**src/design/mrc_pkg.sv**
```systemverilog
package mrc_pkg;

  // Field and register widths
  localparam int MODE_W  = 2;
  localparam int RAW_W   = 32;
  localparam int VALUE_W = 40;
  localparam int COEF_W  = 16;
  localparam int FRAC_W  = 34;
  localparam int PULSE_W = 24;
  localparam int APB_DW  = 32;
  localparam int PADDR_W = 5;

  // Serial multiplier datapath: radix-4 shift-add
  localparam int MCAND_W = 24;           // widest multiplicand (pulse count)
  localparam int ACC_W   = MCAND_W + 2;  // running upper partial product
  localparam int MUL_W   = 56;           // multiplier / low product shift register
  localparam int CNT_W   = 5;
  localparam int DIV_W   = 14;           // voltage quotient path, value below 15005

  // Digit steps per multiply (two multiplier bits per step)
  localparam int RMS_STEPS = 16;         // 32-bit reading
  localparam int E1_STEPS  = 8;          // 16-bit pulse constant
  localparam int E2_STEPS  = 16;         // 32-bit coefficient product
  localparam int E3_STEPS  = 28;         // 56-bit pulse product

  localparam logic [COEF_W-1:0] COEF_BAD        = 16'hFFFF;
  localparam logic [COEF_W-1:0] ENERGY_COEF_RST = 16'hFFFF;
  localparam logic [17:0]       ENERGY_NUM      = 18'd140625;
  localparam logic [20:0]       NOISE_FLOOR     = 21'd20;
  localparam logic [20:0]       POWER_MAX       = 21'd65535;
  localparam logic [25:0]       VOLT_Y_FAIL     = 26'd15005;  // 5 * 3001
  localparam logic [3:0]        DIV_BY          = 4'd5;

  typedef enum logic [MODE_W-1:0] {
    MODE_POWER   = 2'd0,
    MODE_CURRENT = 2'd1,
    MODE_VOLTAGE = 2'd2,
    MODE_ENERGY  = 2'd3
  } mode_t;

  typedef enum logic [2:0] {
    REG_POWER_COEF   = 3'd0,
    REG_CURRENT_COEF = 3'd1,
    REG_VOLTAGE_COEF = 3'd2,
    REG_ENERGY_COEF  = 3'd3,
    REG_PULSE_CONST  = 3'd4
  } reg_idx_t;

  function automatic logic coef_invalid(input logic [COEF_W-1:0] c);
    coef_invalid = (c == '0) || (c == COEF_BAD);
  endfunction

endpackage

```
**src/design/mrc_if.sv**
```systemverilog
interface mrc_in_if;
  import mrc_pkg::*;

  logic               valid;
  logic               ready;
  logic [MODE_W-1:0]  mode;
  logic [RAW_W-1:0]   raw_reading;

  modport source (output valid, output mode, output raw_reading, input ready);
  modport sink   (input valid, input mode, input raw_reading, output ready);
endinterface

interface mrc_out_if;
  import mrc_pkg::*;

  logic               valid;
  logic               ready;
  logic [VALUE_W-1:0] value;
  logic               status;

  modport source (output valid, output value, output status, input ready);
  modport sink   (input valid, input value, input status, output ready);
endinterface

```
**src/design/meter_reading_converter_core.sv**
```systemverilog
// Paths: bad coefficients, zero flags and idle energy go straight to the result; power, current
// and voltage over range take one radix-4 shift-add multiply, voltage in range adds the serial
// divide-by-5, and energy chains three multiplies. A new reading is taken only once the last
// one has been handed to the output register, which frees the core while a beat waits there.
// Reset (rst_n, synchronous, active low):
// coefficients to their defaults, energy fraction to zero, pipeline idle, output empty.
module meter_reading_converter_core (
  input  logic                          clk,
  input  logic                          rst_n,
  mrc_in_if.sink                        in_ch,
  mrc_out_if.source                     out_ch,
  input  logic                          psel,
  input  logic                          penable,
  input  logic                          pwrite,
  input  logic [mrc_pkg::PADDR_W-1:0]   paddr,
  input  logic [mrc_pkg::APB_DW-1:0]    pwdata,
  output logic [mrc_pkg::APB_DW-1:0]    prdata,
  output logic                          pready
);
  import mrc_pkg::*;

  typedef enum logic [4:0] {
    ST_IDLE = 5'b00001,
    ST_MUL  = 5'b00010,
    ST_POST = 5'b00100,
    ST_DIV  = 5'b01000,
    ST_FIN  = 5'b10000
  } state_t;

  // Which multiply is running; energy chains three of them
  typedef enum logic [5:0] {
    PH_PWR  = 6'b000001,
    PH_CUR  = 6'b000010,
    PH_VOLT = 6'b000100,
    PH_E1   = 6'b001000,  // energy_coef * pulse_const
    PH_E2   = 6'b010000,  // pulses * (energy_coef * pulse_const)
    PH_E3   = 6'b100000   // pulse product * 140625 + fraction
  } phase_t;

  // Configuration
  logic [COEF_W-1:0]  power_coef_r, power_coef_nxt;
  logic [COEF_W-1:0]  current_coef_r, current_coef_nxt;
  logic [COEF_W-1:0]  voltage_coef_r, voltage_coef_nxt;
  logic [COEF_W-1:0]  energy_coef_r, energy_coef_nxt;
  logic [COEF_W-1:0]  pulse_const_r, pulse_const_nxt;
  logic [FRAC_W-1:0]  frac_r, frac_nxt;

  // Control
  state_t             state_r, state_nxt;
  phase_t             phase_r, phase_nxt;
  logic [CNT_W-1:0]   cnt_r, cnt_nxt;
  logic               out_valid_r, out_valid_nxt;

  // Datapath
  logic [ACC_W-1:0]   hi_r, hi_nxt;
  logic [MUL_W-1:0]   lo_r, lo_nxt;
  logic [MCAND_W-1:0] mcand_r, mcand_nxt;
  logic [FRAC_W-1:0]  fshift_r, fshift_nxt;
  logic [DIV_W-1:0]   div_r, div_nxt;
  logic [2:0]         rem_r, rem_nxt;
  logic [PULSE_W-1:0] p_r, p_nxt;
  logic [VALUE_W-1:0] res_value_r, res_value_nxt;
  logic               res_status_r, res_status_nxt;
  logic [VALUE_W-1:0] out_value_r, out_value_nxt;
  logic               out_status_r, out_status_nxt;

  // Combinational helpers
  logic                     cfg_wr;
  reg_idx_t                 cfg_idx;
  logic [RAW_W-1:0]         mag;
  logic [19:0]              coef10;
  logic [PULSE_W-1:0]       pulses;
  logic [1:0]               fdig;
  logic [ACC_W-1:0]         sum;
  logic [ACC_W+MUL_W-1:0]   prod;
  logic [20:0]              pwr_v;
  logic [24:0]              cur_v;
  logic [26:0]              volt_sum;
  logic [25:0]              volt_y;
  logic [3:0]               dt;
  logic [3:0]               dsub;
  logic                     dge;
  logic [DIV_W-1:0]         div_step;

  assign cfg_wr  = psel && penable && pwrite;
  assign cfg_idx = reg_idx_t'(paddr[PADDR_W-1:2]);
  assign pready  = 1'b1;

  // Power magnitude; the most negative reading maps to 2^31 on its own
  assign mag    = in_ch.raw_reading[RAW_W-1] ? (~in_ch.raw_reading + 1'b1) : in_ch.raw_reading;
  assign coef10 = {1'b0, power_coef_r, 3'b000} + {3'b000, power_coef_r, 1'b0};
  assign pulses = in_ch.raw_reading[PULSE_W-1:0];

  // Radix-4 step: add 0..3 times the multiplicand, plus a fraction digit in the last multiply
  assign fdig = (phase_r == PH_E3) ? fshift_r[1:0] : 2'b00;
  assign sum  = hi_r
              + (lo_r[0] ? {2'b00, mcand_r} : {ACC_W{1'b0}})
              + (lo_r[1] ? {1'b0, mcand_r, 1'b0} : {ACC_W{1'b0}})
              + {{(ACC_W-2){1'b0}}, fdig};

  // After n steps, product bit j sits at prod[j + MUL_W - 2n]
  assign prod     = {hi_r, lo_r};
  assign pwr_v    = {1'b0, prod[75:56]} + {20'd0, prod[55]};      // round at bit 31
  assign cur_v    = {1'b0, prod[71:48]} + {24'd0, prod[47]};      // round at bit 23
  assign volt_sum = {1'b0, prod[71:46]} + 27'd5;                  // + 5*2^22, then >> 23
  assign volt_y   = volt_sum[26:1];

  // Restoring divide by 5, one quotient bit a cycle
  assign dt       = {rem_r, div_r[DIV_W-1]};
  assign dge      = (dt >= DIV_BY);
  assign dsub     = dt - DIV_BY;
  assign div_step = {div_r[DIV_W-2:0], dge};

  assign in_ch.ready   = (state_r == ST_IDLE);
  assign out_ch.valid  = out_valid_r;
  assign out_ch.value  = out_value_r;
  assign out_ch.status = out_status_r;

  always_comb begin
    prdata = '0;
    case (cfg_idx)
      REG_POWER_COEF:   prdata = {{(APB_DW-COEF_W){1'b0}}, power_coef_r};
      REG_CURRENT_COEF: prdata = {{(APB_DW-COEF_W){1'b0}}, current_coef_r};
      REG_VOLTAGE_COEF: prdata = {{(APB_DW-COEF_W){1'b0}}, voltage_coef_r};
      REG_ENERGY_COEF:  prdata = {{(APB_DW-COEF_W){1'b0}}, energy_coef_r};
      REG_PULSE_CONST:  prdata = {{(APB_DW-COEF_W){1'b0}}, pulse_const_r};
      default:          prdata = '0;
    endcase
  end

  always_comb begin
    power_coef_nxt   = power_coef_r;
    current_coef_nxt = current_coef_r;
    voltage_coef_nxt = voltage_coef_r;
    energy_coef_nxt  = energy_coef_r;
    pulse_const_nxt  = pulse_const_r;
    frac_nxt         = frac_r;
    state_nxt        = state_r;
    phase_nxt        = phase_r;
    cnt_nxt          = cnt_r;
    hi_nxt           = hi_r;
    lo_nxt           = lo_r;
    mcand_nxt        = mcand_r;
    fshift_nxt       = fshift_r;
    div_nxt          = div_r;
    rem_nxt          = rem_r;
    p_nxt            = p_r;
    res_value_nxt    = res_value_r;
    res_status_nxt   = res_status_r;
    out_value_nxt    = out_value_r;
    out_status_nxt   = out_status_r;
    out_valid_nxt    = out_valid_r && !out_ch.ready;

    // Register writes must arrive only while the core is idle; the user keeps to this, the core does not enforce it
    if (cfg_wr) begin
      case (cfg_idx)
        REG_POWER_COEF:   power_coef_nxt   = pwdata[COEF_W-1:0];
        REG_CURRENT_COEF: current_coef_nxt = pwdata[COEF_W-1:0];
        REG_VOLTAGE_COEF: voltage_coef_nxt = pwdata[COEF_W-1:0];
        REG_ENERGY_COEF:  energy_coef_nxt  = pwdata[COEF_W-1:0];
        REG_PULSE_CONST:  pulse_const_nxt  = pwdata[COEF_W-1:0];
        default:          ;
      endcase
    end

    case (state_r)
      ST_IDLE: begin
        if (in_ch.valid) begin
          hi_nxt         = '0;
          res_value_nxt  = '0;
          res_status_nxt = 1'b0;
          state_nxt      = ST_FIN;
          case (mode_t'(in_ch.mode))
            MODE_POWER: begin
              // Bad coefficient: zero power, ok status
              if (!coef_invalid(power_coef_r)) begin
                lo_nxt    = {{(MUL_W-RAW_W){1'b0}}, mag};
                mcand_nxt = {{(MCAND_W-20){1'b0}}, coef10};
                phase_nxt = PH_PWR;
                cnt_nxt   = CNT_W'(RMS_STEPS - 1);
                state_nxt = ST_MUL;
              end
            end
            MODE_CURRENT: begin
              if (coef_invalid(current_coef_r)) begin
                res_status_nxt = 1'b1;
              end else if (!in_ch.raw_reading[23]) begin
                lo_nxt    = {{(MUL_W-RAW_W){1'b0}}, in_ch.raw_reading};
                mcand_nxt = {{(MCAND_W-COEF_W){1'b0}}, current_coef_r};
                phase_nxt = PH_CUR;
                cnt_nxt   = CNT_W'(RMS_STEPS - 1);
                state_nxt = ST_MUL;
              end
            end
            MODE_VOLTAGE: begin
              if (coef_invalid(voltage_coef_r)) begin
                res_status_nxt = 1'b1;
              end else if (!in_ch.raw_reading[23]) begin
                lo_nxt    = {{(MUL_W-RAW_W){1'b0}}, in_ch.raw_reading};
                mcand_nxt = {{(MCAND_W-COEF_W){1'b0}}, voltage_coef_r};
                phase_nxt = PH_VOLT;
                cnt_nxt   = CNT_W'(RMS_STEPS - 1);
                state_nxt = ST_MUL;
              end
            end
            MODE_ENERGY: begin
              // No pulses or a zero coefficient: zero energy, fraction held
              if ((pulses != '0) && (energy_coef_r != '0) && (pulse_const_r != '0)) begin
                p_nxt     = pulses;
                lo_nxt    = {{(MUL_W-COEF_W){1'b0}}, pulse_const_r};
                mcand_nxt = {{(MCAND_W-COEF_W){1'b0}}, energy_coef_r};
                phase_nxt = PH_E1;
                cnt_nxt   = CNT_W'(E1_STEPS - 1);
                state_nxt = ST_MUL;
              end
            end
            default: state_nxt = ST_FIN;
          endcase
        end
      end

      ST_MUL: begin
        // Shift the product right by one digit; finished bits move into lo
        hi_nxt     = {2'b00, sum[ACC_W-1:2]};
        lo_nxt     = {sum[1:0], lo_r[MUL_W-1:2]};
        fshift_nxt = {2'b00, fshift_r[FRAC_W-1:2]};
        cnt_nxt    = cnt_r - 1'b1;
        if (cnt_r == '0) begin
          state_nxt = ST_POST;
        end
      end

      ST_POST: begin
        res_value_nxt  = '0;
        res_status_nxt = 1'b0;
        state_nxt      = ST_FIN;
        case (phase_r)
          PH_PWR: begin
            // Drop readings under the noise floor, clip at full scale
            if (pwr_v < NOISE_FLOOR) begin
              res_value_nxt = '0;
            end else if (pwr_v > POWER_MAX) begin
              res_value_nxt = {{(VALUE_W-21){1'b0}}, POWER_MAX};
            end else begin
              res_value_nxt = {{(VALUE_W-21){1'b0}}, pwr_v};
            end
          end
          PH_CUR: begin
            if (cur_v[24:16] != '0) begin
              res_status_nxt = 1'b1;
            end else begin
              res_value_nxt = {{(VALUE_W-25){1'b0}}, cur_v};
            end
          end
          PH_VOLT: begin
            // Anything at or above 5*3001 is over 3000 V after the divide
            if (volt_y >= VOLT_Y_FAIL) begin
              res_status_nxt = 1'b1;
            end else begin
              div_nxt   = volt_y[DIV_W-1:0];
              rem_nxt   = '0;
              cnt_nxt   = CNT_W'(DIV_W - 1);
              state_nxt = ST_DIV;
            end
          end
          PH_E1: begin
            hi_nxt    = '0;
            lo_nxt    = {{(MUL_W-32){1'b0}}, prod[71:40]};
            mcand_nxt = p_r;
            phase_nxt = PH_E2;
            cnt_nxt   = CNT_W'(E2_STEPS - 1);
            state_nxt = ST_MUL;
          end
          PH_E2: begin
            hi_nxt     = '0;
            lo_nxt     = prod[79:24];
            mcand_nxt  = {{(MCAND_W-18){1'b0}}, ENERGY_NUM};
            fshift_nxt = frac_r;
            phase_nxt  = PH_E3;
            cnt_nxt    = CNT_W'(E3_STEPS - 1);
            state_nxt  = ST_MUL;
          end
          PH_E3: begin
            // Integer part out, fraction kept for the next pulse count
            res_value_nxt = prod[FRAC_W+VALUE_W-1:FRAC_W];
            frac_nxt      = prod[FRAC_W-1:0];
          end
          default: state_nxt = ST_FIN;
        endcase
      end

      ST_DIV: begin
        div_nxt = div_step;
        rem_nxt = dge ? dsub[2:0] : dt[2:0];
        cnt_nxt = cnt_r - 1'b1;
        if (cnt_r == '0) begin
          res_value_nxt  = {{(VALUE_W-DIV_W){1'b0}}, div_step};
          res_status_nxt = 1'b0;
          state_nxt      = ST_FIN;
        end
      end

      ST_FIN: begin
        // Hand the result to the output register once it is free
        if (!out_valid_r || out_ch.ready) begin
          out_value_nxt  = res_value_r;
          out_status_nxt = res_status_r;
          out_valid_nxt  = 1'b1;
          state_nxt      = ST_IDLE;
        end
      end

      default: state_nxt = ST_IDLE;
    endcase
  end

  always_ff @(posedge clk) begin
    if (!rst_n) begin
      power_coef_r   <= '0;
      current_coef_r <= '0;
      voltage_coef_r <= '0;
      energy_coef_r  <= ENERGY_COEF_RST;
      pulse_const_r  <= '0;
      frac_r         <= '0;
      state_r        <= ST_IDLE;
      phase_r        <= PH_PWR;
      cnt_r          <= '0;
      out_valid_r    <= 1'b0;
    end else begin
      power_coef_r   <= power_coef_nxt;
      current_coef_r <= current_coef_nxt;
      voltage_coef_r <= voltage_coef_nxt;
      energy_coef_r  <= energy_coef_nxt;
      pulse_const_r  <= pulse_const_nxt;
      frac_r         <= frac_nxt;
      state_r        <= state_nxt;
      phase_r        <= phase_nxt;
      cnt_r          <= cnt_nxt;
      out_valid_r    <= out_valid_nxt;
    end
  end

  always_ff @(posedge clk) begin
    hi_r         <= hi_nxt;
    lo_r         <= lo_nxt;
    mcand_r      <= mcand_nxt;
    fshift_r     <= fshift_nxt;
    div_r        <= div_nxt;
    rem_r        <= rem_nxt;
    p_r          <= p_nxt;
    res_value_r  <= res_value_nxt;
    res_status_r <= res_status_nxt;
    out_value_r  <= out_value_nxt;
    out_status_r <= out_status_nxt;
  end

endmodule

```
**src/flat_wrapper.sv**
```systemverilog
// flat-port wrapper written by rule: the top's interface ports become plain ports
module meter_reading_converter_core_flat import mrc_pkg::*;
  (clk, rst_n, psel, penable, pwrite, paddr, pwdata, prdata, pready, in_ch_valid, in_ch_mode, in_ch_raw_reading, in_ch_ready, out_ch_valid, out_ch_value, out_ch_status, out_ch_ready);
  mrc_in_if in_ch_i ();
  mrc_out_if out_ch_i ();
  input  logic clk;
  input  logic rst_n;
  input  logic psel;
  input  logic penable;
  input  logic pwrite;
  input  logic [mrc_pkg::PADDR_W-1:0] paddr;
  input  logic [mrc_pkg::APB_DW-1:0] pwdata;
  output logic [mrc_pkg::APB_DW-1:0] prdata;
  output logic pready;
  input wire logic [$bits(in_ch_i.valid)-1:0] in_ch_valid;
  input wire logic [$bits(in_ch_i.mode)-1:0] in_ch_mode;
  input wire logic [$bits(in_ch_i.raw_reading)-1:0] in_ch_raw_reading;
  output wire logic [$bits(in_ch_i.ready)-1:0] in_ch_ready;
  output wire logic [$bits(out_ch_i.valid)-1:0] out_ch_valid;
  output wire logic [$bits(out_ch_i.value)-1:0] out_ch_value;
  output wire logic [$bits(out_ch_i.status)-1:0] out_ch_status;
  input wire logic [$bits(out_ch_i.ready)-1:0] out_ch_ready;
  assign in_ch_i.valid = in_ch_valid;
  assign in_ch_i.mode = in_ch_mode;
  assign in_ch_i.raw_reading = in_ch_raw_reading;
  assign in_ch_ready = in_ch_i.ready;
  assign out_ch_valid = out_ch_i.valid;
  assign out_ch_value = out_ch_i.value;
  assign out_ch_status = out_ch_i.status;
  assign out_ch_i.ready = out_ch_ready;
  meter_reading_converter_core u_core (.clk(clk), .rst_n(rst_n), .in_ch(in_ch_i), .out_ch(out_ch_i), .psel(psel), .penable(penable), .pwrite(pwrite), .paddr(paddr), .pwdata(pwdata), .prdata(prdata), .pready(pready));
endmodule
```
**config.mk**
```make
export PLATFORM = sky130hd
export DESIGN_NAME = meter_reading_converter_core_flat
export DESIGN_NICKNAME = d
export VERILOG_FILES = /design/src/design/mrc_pkg.sv /design/src/design/mrc_if.sv /design/src/design/meter_reading_converter_core.sv /design/src/flat_wrapper.sv
export SDC_FILE = /design/constraint.sdc
export NUM_CORES = 1
export LEC_CHECK = 0
export ABC_AREA = 0
export BUFFER_PORTS_ARGS = -buffer_cell sky130_fd_sc_hd__buf_2
export CAP_MARGIN = 40
export CORE_ASPECT_RATIO = 0.7
export CORE_MARGIN = 8
export CORE_UTILIZATION = 30
export CTS_BUF_LIST = sky130_fd_sc_hd__clkbuf_8 sky130_fd_sc_hd__clkbuf_16
export DETAILED_ROUTE_END_ITERATION = 10
export HOLD_SLACK_MARGIN = 0.12
export PLACE_DENSITY = 0.52
export SETUP_SLACK_MARGIN = 0.5
export SYNTH_ARGS = -nofsm -noshare
export SYNTH_HDL_FRONTEND = slang
export SYNTH_SLANG_ARGS = --single-unit
export TNS_END_PERCENT = 100
```
**constraint.sdc**
```tcl
create_clock -name clk -period 3.95 [get_ports clk]
set_input_delay 0.5925 -clock clk [delete_from_list [all_inputs] [get_ports clk]]
set_output_delay 0.5925 -clock clk [all_outputs]
set_load 0.005 [all_outputs]
```
==> Word level (Yosys, flattened, before mapping) <==
Index checks and enable logic that the tools add are counted.
{ "totals": {"ff_bits": 394} }
{ "op_classes": {"bitwise": 1, "n_reduce_logical": 45, "eq_ne": 38, "mux": 87, "n_addsub": 10, "magnitude_cmp": 4} }
{ "ops": {"columns": ["operator", "count"], "rows": [
  ["$mux 56", 6],
  ["$pmux 40 s3", 2],
  ["$pmux 56 s4", 1],
  ["$mux 24", 8],
  ["$pmux 56 s3", 1],
  ["$mux 40", 3],
  ["$pmux 56 s2", 1],
  ["$pmux 24 s2", 2],
  ["$pmux 24 s4", 1],
  ["$mux 5", 17],
  ["$pmux 16 s5", 1],
  ["$pmux 26 s3", 1],
  ["$pmux 34 s2", 1],
  ["$add 26x26->26", 2],
  ["$mux 26", 2],
  ["$mux 25", 2],
  ["$eq 16x16->1 const B", 3],
  ["$logic_not 16->1", 3],
  ["$mux 6", 7],
  ["$pmux 5 s4", 2],
  ["$mux 34", 1],
  ["$add 32x1->32 const B", 1],
  ["$mux 32", 1],
  ["$not 32->32", 1],
  ["64 further kinds", 115]
]} }

==> Logic depth before layout (Yosys ltp) <==
Gate-level depths: netlist of the first run.
{ "depth": {"ltp_word": 7, "mapped_depth": 18, "ltp_nobuf": 17} }

==> Least setup slack after synthesis of the first run <==
No wires, ideal clock.
{ "synth_path": {"path_type": "reg-to-reg", "start": "reg u_core.state_r[4]", "end": "reg u_core.lo_r[0], enable pin", "setup_ns": 0.420, "slack_ns": -0.364, "path_buffers": 1, "path_stages_with_launch": 6, "required_time_ns": 3.530, "arrival_time_ns": 3.895, "cell_sequence": "dfxtp_1 -> nor3_1 -> o21ai_0 -> clkbuf_1 -> a21oi_1 -> and3_1"} }
{ "synth_via": {"elab_chain_cells": 3, "word_cells_on_any_way": 11} }
{ "synth_lines": {"columns": ["element", "line_no", "source"], "rows": [
  ["start, declared", "meter_reading_converter_core.sv:49", "state_t state_r, state_nxt;"],
  ["start signal, assigned", "meter_reading_converter_core.sv:336", "state_r <= state_nxt;"],
  ["$eq 5x3->1 (tied with other cells)", "meter_reading_converter_core.sv:166", "case (state_r)"],
  ["$ne 3x3->1 (no source line) (tied with other cells)", null, null],
  ["$reduce_and 7->1 (no source line) (*)", null, null],
  ["end signal, assigned", "meter_reading_converter_core.sv:345", "lo_r <= lo_nxt;"],
  ["end, declared", "meter_reading_converter_core.sv:56", "logic [MUL_W-1:0] lo_r, lo_nxt;"]
]} }
Mark *: on every way between the ends. The rest lies on a longest branch, timed or not.
A chain may end at the register's enable or synchronous reset.

==> Worst setup path after layout of the first run <==
{ "layout_path": {"start": "reg u_core.phase_r[2]", "end": "reg u_core.hi_r[11] (data pin)"} }
{ "layout_via": {"elab_chain_cells": 4} }
{ "layout_lines": {"columns": ["element", "line_no", "source"], "rows": [
  ["start, declared", "meter_reading_converter_core.sv:50", "phase_t phase_r, phase_nxt;"],
  ["start signal, assigned", "meter_reading_converter_core.sv:337", "phase_r <= phase_nxt;"],
  ["$eq 6x6->1", "meter_reading_converter_core.sv:95", "assign fdig = (phase_r == PH_E3) ? fshift_r[1:0] : 2'b00;"],
  ["$mux 2", "meter_reading_converter_core.sv:95", null],
  ["$add 26x2->26", "meter_reading_converter_core.sv:99", "+ {{(ACC_W-2){1'b0}}, fdig};"],
  ["$pmux 26 s3", "meter_reading_converter_core.sv:166", null],
  ["end signal, assigned", "meter_reading_converter_core.sv:344", "hi_r <= hi_nxt;"],
  ["end, declared", "meter_reading_converter_core.sv:55", "logic [ACC_W-1:0] hi_r, hi_nxt;"]
]} }
No other way between the ends.

==> key figures, run 1 <==
Logic synthesis
  – Netlist cell types: 91
  – Number of flops mapped to enable cells by yosys: 261
  – Mapped cell area: 22,500 sq um
  – Largest family of logic cells by synthesized area: simple AND/OR/NAND/NOR gates
  – Gate count after technology mapping: 2,442
  – Synth top cells by count: nand2_1, edfxtp_1, nor2_1
  – Complex-gate fraction of the synthesized area: 0.180
  – Ys Warns: 0
  – Synth async-reset ratio: 0
  – Yosys reg bits: 392
  – Synth Area in Simple Gates: 0.200
  – Sequential area share after synthesis: 0.464
  – Synth area leader: edfxtp_1
  – Top-area cell type share of the netlist area: 0.348
  – Post-Synth Adder-Cell Area: 0.0553
  – Primary FF master, synth: edfxtp_1
  – Synth area leaders: edfxtp_1, dfxtp_1, nand2_1
  – Mux cell area share after synthesis: 0.0170
  – Synth Area per Inst: 9.23 sq um
  – Post-synthesis xor/xnor area fraction: 0.0334
  – Most frequent cell after synthesis: nand2_1

Setup path
  – CP Data Required Time: 4.26 ns
  – Worst Path Arrival: 4.13 ns
  – CP endpoint kind: flop
  – CP Launch Type: flop
  – Critical path class: reg2reg
  – Crit-path max FO: 3

Placement
  – Global placer's final weighted congestion: 0.986
  – Detailed Place HPWL: 63,100 um
  – Port Buffers: 118
  – Post-DP Area: 24,700 sq um

Floorplanning
  – CORE AREA: 74,700 sq um
  – Die height: 245 um
  – Die X: 344 um
  – Starting Density: 0.301
  – I/O pin cnt: 154
  – Die ar.: 84,300 sq um
  – Cell row count: 84

CTS
  – Clock sink total: 392
  – Clock Latency Late Sink: 0.60 ns
  – CTS tree: built
  – CTS buffer count: 44
  – Max clock buf depth: 3
  – Worst-path clk slew: 0.06 ns
  – H-tree levels: 2
  – # hold bufs at CTS: 0
  – CTS Root Cell: clkbuf_16

Routing
  – Initial DRC count: 2,677
  – TritonRoute pass-1 iters: 10
  – Routed vias/inst: 5.49
  – Post-route ant nets: 0
  – Drt total wl: 84,700 um
  – Drt drc: 0
  – Vias: 19,800
  – Wire per inst: 23.4 um

Power and ir drop
  – Comb power frac: 0.369
  – Power per standard cell area: 591 nW/um^2
  – Seq pwr share: 0.373
  – Internal power: 0.00978 W
  – Clock share of power: 0.258
  – Switching Fraction: 0.376
  – Leakage Power: 10.0 nW
  – Max rail drop VDD: 0.000378 V
  – P_sw: 0.00588 W

STA
  – Minimum clock period: 3.82 ns
  – Worst Skew: 0.0283 ns
  – Final Max Tran Viols: 0
  – Fin crit share: 0.968
  – Hold Vio Cnt, Final: 0
  – RSZ-0062 raised after global routing: yes
  – Slew of the pin with the lowest slew margin: 0.961 ns
  – Rel. slew slack: 0.351
  – Final setup fails: 0
  – Fmax: 262 MHz
  – Setup total negative slack: 0 ns

Global route
  – Initial antenna violation count: 7
  – GRT Util Overall: 0.194
  – Largest net degree at the start of global routing: 81
  – Global-route wire length before repair: 124,000 um
  – Vias in the first global route: 18,600
  – Grt total ovfl: 0

Flow run
  – MaxCap Viol Count: 0

Layout
  – Post-layout net count: 2,744
  – Share of cells above drive strength 1: 0.166
  – Fill count: 7,601
  – Layout Area Growth over Synthesis: 17.6%
  – Final Cell Area: 26,500 sq um
  – Final core occ: 0.355

Hold path
  – Worst hold path class: in2reg

Run status
  – Status: completed
==> sequential cells by signal, indices dropped and copies added, names as in the netlist <==
register / count
u_core.cnt_r: 5
u_core.p_r: 24
u_core.frac_r: 34
u_core.res_status_r: 1
u_core.lo_r: 56
u_core.voltage_coef_r: 16
u_core.power_coef_r: 16
u_core.res_value_r: 40
u_core.fshift_r: 34
u_core.current_coef_r: 16
u_core.out_ch.valid: 1
u_core.state_r: 5
u_core.hi_r: 24
u_core.out_ch.value: 40
u_core.div_r: 14
u_core.energy_coef_r: 16
u_core.phase_r: 6
u_core.mcand_r: 24
u_core.out_ch.status: 1
u_core.pulse_const_r: 16
u_core.rem_r: 3
==> area by class of cell <==
| cell class | instances | area (sq um) | share of cell area |
|---|---|---|---|
| antenna | 6 | 15.0 | 0.000567 |
| clock buffer | 49 | 1200 | 0.0454 |
| clock inverter | 33 | 196 | 0.00741 |
| inverter | 98 | 368 | 0.0139 |
| multi-input combinational | 1797 | 11400 | 0.428 |
| sequential | 392 | 10500 | 0.395 |
| tap | 989 | 1240 | 0.0467 |
| timing repair buffer | 249 | 1670 | 0.0628 |
==> worst paths after layout <==
kind | start | endpoint | slack [ns] | cells after the start
setup / recovery | u_core.phase_r[2] | u_core.hi_r[11] | 0.13 | 19
setup reg to reg | u_core.phase_r[2] | u_core.hi_r[11] | 0.13 | 19
hold reg to reg | u_core.res_value_r[33] | u_core.out_ch.value[33] | 0.40 | 0
hold / removal | in_ch_raw_reading[16] | u_core.p_r[16] | 0.25 | 1
==> layout by cell type (no fill, tap or decap), types with 47 or more instances in the layout <==
| cell | netlist | routed |
|---|---|---|
| buf_4 | 23 | 118 |
| dfxtp_1 | 131 | 128 |
| a21oi_1 | 133 | 126 |
| nand3_1 | 60 | 60 |
| o21ai_0 | 73 | 65 |
| inv_1 | 95 | 104 |
| xnor2_1 | 60 | 59 |
| ha_1 | 58 | 52 |
| clkbuf_16 | 0 | 47 |
| a21boi_0 | 102 | 102 |
| nor2_1 | 151 | 142 |
| nand2_1 | 548 | 542 |
| buf_2 | 17 | 118 |
| edfxtp_1 | 261 | 261 |
==> kinds of logic (layout without fill, tap and decap cells) <==
group,count (synthesis),in the layout
simple gates,993,993
compound gates,582,582
flops,392,392
buf+inv,268,429
xor+xnor,86,86
fa+ha+maj,84,84
mux,35,35
other cells,2,23
==> through the flow <==
stage	hold WS, ns	power, W	setup slack, ns	instances
3_3_place_gp	0.403	0.0112	0.0727	3498
3_5_place_dp	0.405	0.0113	0.0711	3502
2_1_floorplan	0.400	0.00932	0.0894	2457
5_1_grt	0.229	0.0165	-0.00702	3611
6_report	0.246	0.0157	0.126	3613
4_1_cts	0.219	0.0155	0.157	3597
==> per-layer routing <==
layer | track usage | wire length [um] | vias to the layer above
li1 | - | - | 9050
met1 | 0.300 | 40200 | 9626
met2 | 0.259 | 32900 | 1023
met3 | 0.0576 | 9890 | 124
met4 | 0.0414 | 1570 | 4
met5 | 0 | 27 | -
==> power groups by stage <==
stage / clock network, W / logic (W) / registers [W]
floorplan: 0 / 0.00359 / 0.00573
global placement: 0 / 0.00527 / 0.00592
detailed placement: 0 / 0.00533 / 0.00594
CTS: 0.00415 / 0.00554 / 0.00586
global route: 0.00431 / 0.00631 / 0.00590
finish: 0.00404 / 0.00578 / 0.00584
==> critical path, cell delays in order, from the launching register on <==
cell and delay (ns):
dfxtp_2 0.34, nor2_4 0.12, nand2_2 0.09, nor3b_4 0.21, buf_4 0.14, buf_6 0.09
nand2_2 0.06, fa_2 0.56, inv_2 0.06, ha_4 0.15, or3_1 0.34, o211ai_1 0.28
o211ai_1 0.18, a21o_1 0.23, buf_4 0.14, buf_6 0.11, o21ai_1 0.10, nor2b_2 0.15
xor2_1 0.15, nor2_1 0.05
==> repair_timing <==
action                     in CTS  in global routing
pin swaps                      23                 18
setup endpoints to repair      32                 52
gates resized for setup        31                 24
setup buffers                  13                 10
Note: power is estimated with default switching activity, not from simulation.
==> run 2: changes to the inputs <==
--- a/config.mk
+++ b/config.mk
@@ -6,15 +6,15 @@
 export NUM_CORES = 1
 export LEC_CHECK = 0
 export ABC_AREA = 0
-export BUFFER_PORTS_ARGS = -buffer_cell sky130_fd_sc_hd__buf_2
 export CAP_MARGIN = 40
 export CORE_ASPECT_RATIO = 0.7
 export CORE_MARGIN = 8
 export CORE_UTILIZATION = 30
 export CTS_BUF_LIST = sky130_fd_sc_hd__clkbuf_8 sky130_fd_sc_hd__clkbuf_16
 export DETAILED_ROUTE_END_ITERATION = 10
+export DONT_BUFFER_PORTS = 1
 export HOLD_SLACK_MARGIN = 0.12
-export PLACE_DENSITY = 0.52
+export PLACE_DENSITY = 0.5
 export SETUP_SLACK_MARGIN = 0.5
 export SYNTH_ARGS = -nofsm -noshare
 export SYNTH_HDL_FRONTEND = slang
==> key figures, run 2 (synthesized netlist as in run 1, its figures left out) <==
Setup path
  – Critical path class: reg2reg
  – CP max-delay cell: fa_1
  – CP max stage delay: 0.51 ns (-0.05 ns)
  – Worst Path Arrival: 4.10 ns (-0.03 ns)
  – CP Cell Sequence: nor2_4 > nand2_2 > nor3b_4 > nand2_2 > fa_1 > inv_1 > ha_2 > nor2_2 > fa_2 > nor2b_2 > o311a_1 > o211a_1 > buf_4 > buf_6 > buf_6 > nor3_4 > o21bai_1 > a21oi_1 > xor2_1 > nor2_1
  – CP Data Required Time: 4.28 ns (+0.02 ns)
  – CP Launch Type: flop
  – CP endpoint kind: flop
  – Crit-path max FO: 2 (-1)

Power and ir drop
  – Max rail drop VDD: 0.000276 V (-27%)
  – P_sw: 0.00582 W (-1.0%)
  – Clock share of power: 0.260 (+0.002)
  – Seq pwr share: 0.375 (+0.002)
  – Internal power: 0.00982 W (+0.39%)
  – Switching Fraction: 0.372 (-0.00332)
  – Comb power frac: 0.366 (-0.003)
  – Leakage Power: 9.73 nW (-3.1%)
  – Power per standard cell area: 594 nW/um^2 (+0.46%)

Global route
  – Vias in the first global route: 18,300 (-1.5%)
  – GRT Util Overall: 0.199 (+0.00559)
  – Global-route wire length before repair: 126,000 um (+1.7%)
  – Grt total ovfl: 0 (unchanged)
  – Largest net degree at the start of global routing: 120 (+48%)
  – Initial antenna violation count: 4 (-3)

Routing
  – Max layer used: met4
  – Wire per inst: 24.6 um (+5.0%)
  – Routed vias/inst: 5.58 (+1.6%)
  – Vias: 19,700 (-0.59%)
  – Drt total wl: 87,000 um (+2.7%)
  – Wire length on met1: 42,200 um (+4.9%)
  – DR WL met3: 9590 um (-3.1%)
  – Met2 WL: 33,600 um (+2.0%)
  – Drt drc: 0 (unchanged)
  – Post-route ant nets: 0 (unchanged)
  – TritonRoute pass-1 iters: 10 (unchanged)
  – Initial DRC count: 2,729 (+1.9%)

Layout
  – Register area: 10,500 sq um (about the same)
  – Fill count: 7,625 (+0.32%)
  – Layout Area Growth over Synthesis: 16.9%
  – Post-route insts no fill: 3,534 (-2.2%)
  – Most common cell after layout, fill and taps aside: nand2_1
  – Largest Register: u_core.lo_r
  – Post-layout net count: 2,670 (-2.7%)
  – Final Cell Area: 26,300 sq um (-0.59%)
  – Number of flip-flops under the largest register name: 56 (unchanged)
  – Footprint of the multi-input gates: 11,300 sq um (-0.30%)
  – Share of cells above drive strength 1: 0.118 (-0.0478)
  – Commonest non-fill, non-tap cells in the layout: nand2_1, edfxtp_1, nor2_1

Floorplanning
  – Die height: 245 um (unchanged)
  – Die ar.: 84,300 sq um (unchanged)
  – Cell row count: 84 (unchanged)
  – Die X: 344 um (unchanged)
  – Starting Density: 0.301 (unchanged)
  – I/O pin cnt: 154 (unchanged)
  – CORE AREA: 74,700 sq um (unchanged)

STA
  – Hold_ws: 0.154 ns (-0.0928 ns)
  – Final worst slack: 0.180 ns (+0.0534 ns)
  – Slew of the pin with the lowest slew margin: 0.960 ns (-0.00120 ns)
  – Fmax: 265 MHz (+1.4%)
  – Rel. slew slack: 0.354 (+0.00303)
  – Final Max Tran Viols: 0 (unchanged)
  – RSZ-0062 raised after global routing: yes
  – Setup total negative slack: 0 ns (unchanged)
  – Worst Skew: 0.0290 ns (+0.000710 ns)
  – Final setup fails: 0 (unchanged)
  – Fin crit share: 0.954 (-0.0135)
  – Minimum clock period: 3.77 ns (-0.0534 ns)
  – Hold Vio Cnt, Final: 0 (unchanged)

CTS
  – Max clock buf depth: 3 (unchanged)
  – Clock Latency Late Sink: 0.60 ns (about the same)
  – CTS tree: built
  – Worst-path clk slew: 0.06 ns (about the same)
  – Clock sink total: 392 (unchanged)
  – CTS buffer count: 45 (+2.3%)
  – CTS Root Cell: clkbuf_16
  – H-tree levels: 2 (unchanged)

Placement
  – Port Buffers: 0 (-100%)
  – Global placer's final weighted congestion: 0.930 (-5.7%)
  – DP Cell Count: 3,388 (-3.3%)
  – Detailed Place HPWL: 62,700 um (-0.70%)
  – Post-DP Area: 24,200 sq um (-2.1%)
  – Worst slack, placed: 0.0347 ns (-0.0364 ns)

Flow run
  – MaxCap Viol Count: 0 (unchanged)

Hold path
  – Worst hold path class: in2reg

Run status
  – Status: completed
-- run 2: power by group through the flow --
stage / Clock, W / Combinational, W / Sequential, W
after global routing: 0.00432 / 0.00622 / 0.00594
after floorplan: 0 / 0.00359 / 0.00573
after CTS: 0.00417 / 0.00542 / 0.00588
after detailed placement: 0 / 0.00521 / 0.00596
after global placement: 0 / 0.00515 / 0.00595
final: 0.00406 / 0.00572 / 0.00586
-- run 2: metrics by stage --
step           utilization  power [W]
2_1_floorplan            -    0.00932
4_1_cts              0.350     0.0155
6_report             0.353     0.0156
3_3_place_gp         0.322     0.0111
3_5_place_dp         0.323     0.0112
5_1_grt              0.352     0.0165
-- run 2: worst max-delay path, delay by kind of cell, from the launching register on --
kind            cells  cell delay, ns
compound gates      4            0.84
xor+xnor            1            0.17
fa+ha+maj           3            0.90
buf+inv             4            0.38
flops               1            0.33
simple gates        8            0.88
-- run 2: metal layers --
| metal | global-route usage | vias up |
|---|---|---|
| met4 | 0.0427 | 0 |
| met1 | 0.314 | 9694 |
| met3 | 0.0502 | 109 |
| met5 | 0 | - |
| li1 | - | 8868 |
| met2 | 0.266 | 1039 |
-- run 2: cell type report --
type / instances / share of cell area
Antenna cell: 1 / 0.0000950
Clock buffer: 51 / 0.0472
Clock inverter: 32 / 0.00632
Inverter: 98 / 0.0140
Multi-Input combinational cell: 1797 / 0.430
Sequential cell: 392 / 0.397
Tap cell: 989 / 0.0470
Timing Repair Buffer: 174 / 0.0587
-- run 2: what timing repair did --
action | CTS | global route
endpoints found under the setup margin | 33 | 50
gates resized for setup | 17 | 30
setup buffers | 7 | 9
hold endpoints to repair | 76 | 0
hold buffers | 45 | 0
pin swaps | 21 | 20
-- run 2: worst paths after layout --
check	startpoint	end	slack, ns	cells past startpoint
min	pwdata[4]	u_core.power_coef_r[4]	0.15	2
min reg2reg	u_core.res_value_r[33]	u_core.out_ch.value[33]	0.41	0
max	u_core.phase_r[2]	u_core.hi_r[12]	0.18	20
max reg2reg	u_core.phase_r[2]	u_core.hi_r[12]	0.18	20
